===== src/design/rlfc_pkg.sv =====
`timescale 1ns / 1ps
`default_nettype none
// ----------------------------------------------------------------------------
// Range-limited float codec package
// Shared constants, register map, derived-setting type and helper functions.
// ----------------------------------------------------------------------------
package rlfc_pkg;

	localparam int unsigned MANT_BITS = 23;
	localparam int unsigned PREC_W    = 5;
	localparam int unsigned WORD_W    = 32;
	localparam int unsigned ADDR_W    = 4;

	localparam logic [WORD_W-1:0] SIGN_BIT = 32'h8000_0000;
	localparam logic [WORD_W-1:0] ABS_MASK = 32'h7FFF_FFFF;

	localparam logic [WORD_W-1:0] MIN_RESET  = 32'hBF80_0000;
	localparam logic [WORD_W-1:0] EPS_RESET  = 32'h3A80_0000;
	localparam logic [WORD_W-1:0] MAX_RESET  = 32'h3F80_0000;
	localparam logic [PREC_W-1:0] PREC_RESET = 5'd10;

	localparam logic OP_ENCODE = 1'b0;
	localparam logic OP_DECODE = 1'b1;

	// Register index, taken from paddr[3:2].
	typedef enum logic [1:0] {
		REG_MIN  = 2'd0,
		REG_EPS  = 2'd1,
		REG_MAX  = 2'd2,
		REG_PREC = 2'd3
	} reg_idx_t;

	// Settings derived from the configuration registers.
	typedef struct packed {
		logic [PREC_W-1:0] shift;
		logic              neg_mode;
		logic              lossless;
		logic [WORD_W-1:0] top_code;
		logic [WORD_W-1:0] zero_code;
		logic [WORD_W-1:0] pos_gap;
		logic [WORD_W-1:0] neg_gap;
	} derived_t;

	// Signed greater-than on raw 32-bit patterns.
	function automatic logic sgt(input logic [WORD_W-1:0] a, input logic [WORD_W-1:0] b);
		return $signed(a) > $signed(b);
	endfunction

endpackage
`default_nettype wire


===== src/design/range_limited_float_codec.sv =====
`timescale 1ns / 1ps
`default_nettype none
// An accepted beat passes through vld_s1, vld_s2 and vld_s3 before done, which strobes the result for one cycle.
// Throughput: one item per cycle; busy is never raised, the three compute stages
// (clamp and shift or first gap step, negative gap, positive gap or widening) form a plain pipeline.
// Derived settings are registered from the configuration registers in the cycle after a configuration write.
// Reset clears the pipeline valid bits and loads the default register values.
// ----------------------------------------------------------------------------
// Range-limited float codec
// Packs float bit patterns into short codes and unpacks them, with an APB-style
// register port for min, epsilon, max and kept precision.
// ----------------------------------------------------------------------------
module range_limited_float_codec
	import rlfc_pkg::*;
(
	input  wire logic              clk,
	input  wire logic              arst_n,
	input  wire logic              start,
	output logic                   busy,
	input  wire logic              opcode,
	input  wire logic [WORD_W-1:0] value,
	output logic                   done,
	output logic [WORD_W-1:0]      result,
	input  wire logic              psel,
	input  wire logic              penable,
	input  wire logic              pwrite,
	input  wire logic [ADDR_W-1:0] paddr,
	input  wire logic [WORD_W-1:0] pwdata,
	output logic [WORD_W-1:0]      prdata,
	output logic                   pready
);

	logic [WORD_W-1:0] min_q;
	logic [WORD_W-1:0] eps_q;
	logic [WORD_W-1:0] max_q;
	logic [PREC_W-1:0] prec_q;
	derived_t          der_q;
	derived_t          der_d;

	logic              cfg_wr;
	reg_idx_t          cfg_idx;

	logic              vld_s1, vld_s2, vld_s3;
	logic              op_s1, op_s2, op_s3;
	logic [WORD_W-1:0] val_s1, val_s2, val_s3;

	logic [WORD_W-1:0] stage2_v;
	logic [WORD_W-1:0] stage3_v;
	logic [WORD_W-1:0] stage4_v;

	assign busy   = 1'b0;
	assign pready = 1'b1;

	// ---------------- configuration port ----------------
	assign cfg_wr  = psel && penable && pwrite;
	assign cfg_idx = reg_idx_t'(paddr[3:2]);

	always_ff @(posedge clk or negedge arst_n) begin
		if (!arst_n) begin
			min_q  <= MIN_RESET;
			eps_q  <= EPS_RESET;
			max_q  <= MAX_RESET;
			prec_q <= PREC_RESET;
		end else if (cfg_wr) begin
			unique case (cfg_idx)
				REG_MIN:  min_q  <= pwdata;
				REG_EPS:  eps_q  <= pwdata;
				REG_MAX:  max_q  <= pwdata;
				REG_PREC: prec_q <= pwdata[PREC_W-1:0];
			endcase
		end
	end

	always_comb begin
		unique case (cfg_idx)
			REG_MIN:  prdata = min_q;
			REG_EPS:  prdata = eps_q;
			REG_MAX:  prdata = max_q;
			REG_PREC: prdata = {{(WORD_W-PREC_W){1'b0}}, prec_q};
		endcase
	end

	// ---------------- derived settings ----------------
	always_comb begin
		logic [PREC_W-1:0] p;
		logic [WORD_W-1:0] pos_eps;
		logic [WORD_W-1:0] neg_eps;
		p = (prec_q > PREC_W'(MANT_BITS)) ? PREC_W'(MANT_BITS) : prec_q;
		der_d.shift    = PREC_W'(MANT_BITS) - p;
		der_d.neg_mode = min_q[WORD_W-1];
		der_d.lossless = (der_d.shift == '0);
		if (der_d.lossless) begin
			neg_eps         = eps_q;
			pos_eps         = eps_q ^ SIGN_BIT;
			der_d.top_code  = max_q ^ SIGN_BIT;
			der_d.zero_code = SIGN_BIT;
		end else begin
			neg_eps         = (eps_q ^ SIGN_BIT) >> der_d.shift;
			pos_eps         = eps_q >> der_d.shift;
			der_d.top_code  = max_q >> der_d.shift;
			der_d.zero_code = '0;
		end
		der_d.pos_gap = pos_eps - der_d.zero_code - WORD_W'(1);
		der_d.neg_gap = neg_eps - der_d.top_code - WORD_W'(1);
	end

	always_ff @(posedge clk) begin
		der_q <= der_d;
	end

	// ---------------- pipeline valid bits ----------------
	always_ff @(posedge clk or negedge arst_n) begin
		if (!arst_n) begin
			vld_s1 <= 1'b0;
			vld_s2 <= 1'b0;
			vld_s3 <= 1'b0;
			done   <= 1'b0;
		end else begin
			vld_s1 <= start && !busy;
			vld_s2 <= vld_s1;
			vld_s3 <= vld_s2;
			done   <= vld_s3;
		end
	end

	// Stage 2: clamp, flush and drop bits when encoding; first gap step when decoding.
	always_comb begin
		logic [WORD_W-1:0] bound;
		logic [WORD_W-1:0] lim;
		logic [WORD_W-1:0] dv;
		bound = (der_q.neg_mode && val_s1[WORD_W-1]) ? min_q : max_q;
		lim   = sgt(val_s1, bound) ? bound : val_s1;
		// Epsilon is compared signed against the non-negative magnitude.
		if (sgt(eps_q, lim & ABS_MASK)) begin
			lim = '0;
		end
		dv = der_q.lossless ? (val_s1 ^ SIGN_BIT) : val_s1;
		if (sgt(dv, der_q.zero_code)) begin
			dv = dv + der_q.pos_gap;
		end
		if (op_s1 == OP_DECODE) begin
			stage2_v = dv;
		end else if (der_q.lossless) begin
			stage2_v = lim ^ SIGN_BIT;
		end else begin
			stage2_v = lim >> der_q.shift;
		end
	end

	// Stage 3: the negative-range gap, removed or restored.
	always_comb begin
		stage3_v = val_s2;
		if (der_q.neg_mode && sgt(val_s2, der_q.top_code)) begin
			stage3_v = (op_s2 == OP_DECODE) ? (val_s2 + der_q.neg_gap)
			                                : (val_s2 - der_q.neg_gap);
		end
	end

	// Stage 4: positive gap when encoding, widening back to a float when decoding.
	always_comb begin
		logic [WORD_W-1:0] ev;
		ev = sgt(val_s3, der_q.zero_code) ? (val_s3 - der_q.pos_gap) : val_s3;
		if (op_s3 == OP_DECODE) begin
			stage4_v = der_q.lossless ? (val_s3 ^ SIGN_BIT) : (val_s3 << der_q.shift);
		end else begin
			stage4_v = der_q.lossless ? (ev ^ SIGN_BIT) : ev;
		end
	end

	always_ff @(posedge clk) begin
		if (start && !busy) begin
			op_s1  <= opcode;
			val_s1 <= value;
		end
		op_s2  <= op_s1;
		val_s2 <= stage2_v;
		op_s3  <= op_s2;
		val_s3 <= stage3_v;
		result <= stage4_v;
	end

endmodule
`default_nettype wire


===== config.mk =====
export PLATFORM = sky130hd
export DESIGN_NAME = range_limited_float_codec
export DESIGN_NICKNAME = d
export VERILOG_FILES = /design/src/design/rlfc_pkg.sv /design/src/design/range_limited_float_codec.sv
export SDC_FILE = /design/constraint.sdc
export NUM_CORES = 1
export LEC_CHECK = 0
export ABC_AREA = 1
export BUFFER_PORTS_ARGS = -buffer_cell sky130_fd_sc_hd__buf_4
export CAP_MARGIN = 15
export CORE_ASPECT_RATIO = 1.5
export CORE_UTILIZATION = 25
export DETAILED_ROUTE_END_ITERATION = 16
export GPL_ROUTABILITY_DRIVEN = 1
export GPL_TIMING_DRIVEN = 0
export PLACE_DENSITY = 0.45
export SLEW_MARGIN = 20
export SYNTH_ARGS = -nofsm -noshare
export SYNTH_HDL_FRONTEND = slang
export SYNTH_SLANG_ARGS = --single-unit
export TNS_END_PERCENT = 50

===== constraint.sdc =====
create_clock -name clk -period 7.3 [get_ports clk]
set_clock_uncertainty 0.2 [all_clocks]
set_input_delay 0.365 -clock clk [delete_from_list [all_inputs] [get_ports clk]]
set_output_delay 0.365 -clock clk [all_outputs]
set_load 0.005 [all_outputs]

==> metrics.md <==
| Metric | Value |
|---|---|
| Status | `finished, final reports clean` |
| CP most frequent cell | `nand3_1` |
| Comb pwr share | `66.8%` |
| Minimum clock period | `7130 ps` |
| Drc violations | `0` |
| Reg2Reg Depth | `32` |
| Setup crit end | `val_s2[0]` |
| Max clock buf depth | `3` |
| CP Capture Type | `flip-flop` |
| PD cells | `489 nW/um^2` |
| FF-to-FF End | `val_s2[0]` |
| Port bufs | `137` |
| Sequential share of the synthesized area | `26.5%` |
| CTS tree | `built` |
| Vias in the first global route | `roughly 31000` |
| Global-route wire length before repair | `212 mm` |
| Largest vdd supply drop | `roughly 0.00018 V` |
| Final setup viols | `0` |
| Hold Path Class | `in2async` |
| Final period utilization | `97.7%` |
| Async SR Flop Fraction | `31.0%` |
| Slew headroom | `about 12%` |
| Slew @ Worst Pin | `1300 ps` |
| Part of the power in the clock network | `12.3%` |
| Final wirelength | `149 mm` |
| Critical path's top delay family | `simple AND/OR/NAND/NOR gates` |
| Worst Path Max Fanout | `10` |
| Number of enable flip-flop cells after synthesis | `33` |
| DR vias | `31600` |
| Net Sw Frac | `55.8%` |
| WHS | `24.7 ps` |
| Die X | `280 um` |
| RSZ-0062 raised after global routing | `no` |
| GP Congestion | `about 1.0` |
| Mapped Cells | `4386` |
| Mapped Avg Cell Area | `approximately 6.6 um^2` |
| Tot Pwr | `about 0.017 W` |
| Synthesis-to-layout area growth | `17.8%` |
| Slew Viols, Final | `0` |
| Num rows | `152` |
| Largest net degree at the start of global routing | `approximately 110` |
| WL/cell | `24.0 um` |
| Final Net Count | `4936` |
| Worst Setup SP | `val_s1[31]` |
| Gr ovfl total | `0` |
| Placed cell count | `6064` |
| CTS buffer count | `39` |
| Synthesized Nets | `4686` |
| Dpl hpwl | `125 mm` |
| Starting Density | `roughly 25%` |
| Crit. path cell count | `32` |
| DIE HEIGHT | `around 420 um` |
| Kind of start point of the critical path | `flip-flop` |
| Fin Setup TNS | `0 ps` |
| DR pass1 iterations | `6` |
| Root Buffer | `clkbuf_16` |
| Non-filler instance count after layout | `approximately 6200` |
| Clk_lat worst skew | `610 ps` |
| Flops & latches, synth | `~340` |
| Core ar. | `114000 um^2` |
| Sw Pwr | `0.00929 W` |
| FMAX | `140 MHz` |
| R2R Path Start | `val_s1[31]` |
| Max-cap violations | `0` |
| Dominant synthesized flop cell | `dfxtp_1` |
| YS warnings | `0` |
| Detail Route Antenna Nets | `0` |
| R2r setup slk | `170 ps` |
| All-layer global routing usage | `24.9%` |
| Cell variety after synth | `72` |
| # IOs | `142` |
| Internal power | `~0.0074 W` |
| Mapped Area | `28900 um^2` |
| Reg power frac | `20.8%` |
| Worst Path Arrival | `7380 ps` |
| DRT iter0 DRCs | `2573` |
| Layout cell share with drive strength beyond 1 | `7.69%` |
| Required @ worst endpoint | `7560 ps` |
| CTS HTree Levels | `2` |
| Leakage power | `15.8 nW` |
| Die area | `between 100000 and 150000 um^2` |
| CP max-delay cell | `o21ai_1` |
| Clock-pin slew on the worst setup and hold paths | `around 60 ps` |
| Hold Violations, Final | `0` |
| Critical path class | `reg2reg` |
| Initial antenna violation count | `8` |
| WP buf/inv | `6` |
| Sink Count | `339` |
| Via/cell ratio | `5.08` |
| CP peak stage delay | `740 ps` |
-- power by group through the flow --
stage / Sequential, W / Clock (W) / Combinational, W
2_1_floorplan: 0.00296 / 0 / 0.00727
3_3_place_gp: 0.00351 / 0 / 0.0108
3_5_place_dp: 0.00350 / 0 / 0.0108
4_1_cts: 0.00347 / 0.00211 / 0.0109
5_1_grt: 0.00350 / 0.00218 / 0.0122
6_report: 0.00347 / 0.00205 / 0.0111
-- placed cells by master, fill, tap and decap left out, types with 67 or more instances in the layout --
cell type / count
a21oi_1: 263
buf_4: 143
clkbuf_1: 137
dfrtp_1: 83
dfxtp_1: 201
dlygate4sd3_1: 67
ha_1: 221
inv_1: 476
nand2_1: 1102
nand3_1: 350
nand4_1: 80
nor2_1: 232
o21ai_0: 456
xor2_1: 93
-- sequential cells by signal (all words and copies together), names as in the netlist, 32 cells and up --
register  count
min_q        32
val_s1       32
val_s3       32
max_q        32
val_s2       32
der_q       103
result       32
eps_q        32
-- how the worst min path moves through the flow --
stage,from,to,depth (start not counted)
2_1_floorplan,arst_n,done,0
3_3_place_gp,vld_s1,vld_s2,0
3_5_place_dp,vld_s2,vld_s3,0
4_1_cts,vld_s1,vld_s2,0
5_1_grt,arst_n,vld_s2,2
6_report,arst_n,vld_s2,2
-- kinds of logic after synthesis --
kind of cell / after synthesis / share of synthesized area (%)
AOI/OAI and AO/OA: 1021 / 20.0
xor gates and xnor gates: 159 / 4.82
adders and majority gates: 225 / 9.84
buffers and inverters: 705 / 9.41
DFF: 339 / 26.5
muxes: 37 / 1.28
other: 2 / 0.0260
and+or+nand+nor: 1898 / 28.1
-- worst reg2reg max path: cells and delay by family (launching register included) --
family	cells	cell delay, ps
compound gates	2	960
fa+ha+maj	2	730
flops	1	350
buf+inv	6	960
simple gates	22	3830
-- cell usage after synthesis, drive strengths merged, types with 51 or more instances --
library cell,number,area share [%]
xnor2,66,2.0
a21oi,266,4.6
buf,74,1.2
clkbuf,141,1.8
o21ai,524,9.2
dfrtp,83,7.2
nand3,353,6.2
nand4,80,1.7
nand2,1117,15
nor3,51,0.95
xor2,93,2.8
ha,221,9.6
inv,487,6.3
nor2,244,3.4
dfxtp,201,14
-- final cells by class --
type / count / area (um^2)
Fill cell: 13100 / 80400
Clock buffer: 49 / 1070
Sequential cell: 339 / 7670
Tap cell: 1540 / 1930
Timing Repair Buffer: 209 / 1760
Clock inverter: 23 / 275
Antenna cell: 18 / 45.0
Buffer: 215 / 893
Multi-Input combinational cell: 3342 / 18600
Inverter: 490 / 1840
-- layer usage --
metal  global-route usage, %  up-vias  share of wire (%)
li1                        -    15300                  -
met1                    27.1    14800                 38
met2                    43.7     1135                 49
met3                    2.29      367                4.0
met4                    20.8        2                9.5
met5                       0        -             0.0087
-- metrics by stage --
stage / instance area [um^2] / util, % / worst slack, ps
4_1_cts: 33900 / 29.6 / 22.9
3_3_place_gp: 31900 / 27.8 / -1810
3_5_place_dp: 31900 / 27.8 / -1050
2_1_floorplan: 28900 / - / 2080
5_1_grt: 34100 / 29.7 / 44.9
6_report: 34100 / 29.8 / 171
-- repair_timing --
item / CTS / global route
hold endpoints to repair: 218 / 0
cloned: 0 / 0
endpoints found under the setup margin: 32 / 32
hold buffers: 67 / 0
buffers inserted: 1 / 2
gates resized for setup: 16 / 23
Power figures use the tool's default switching activity.
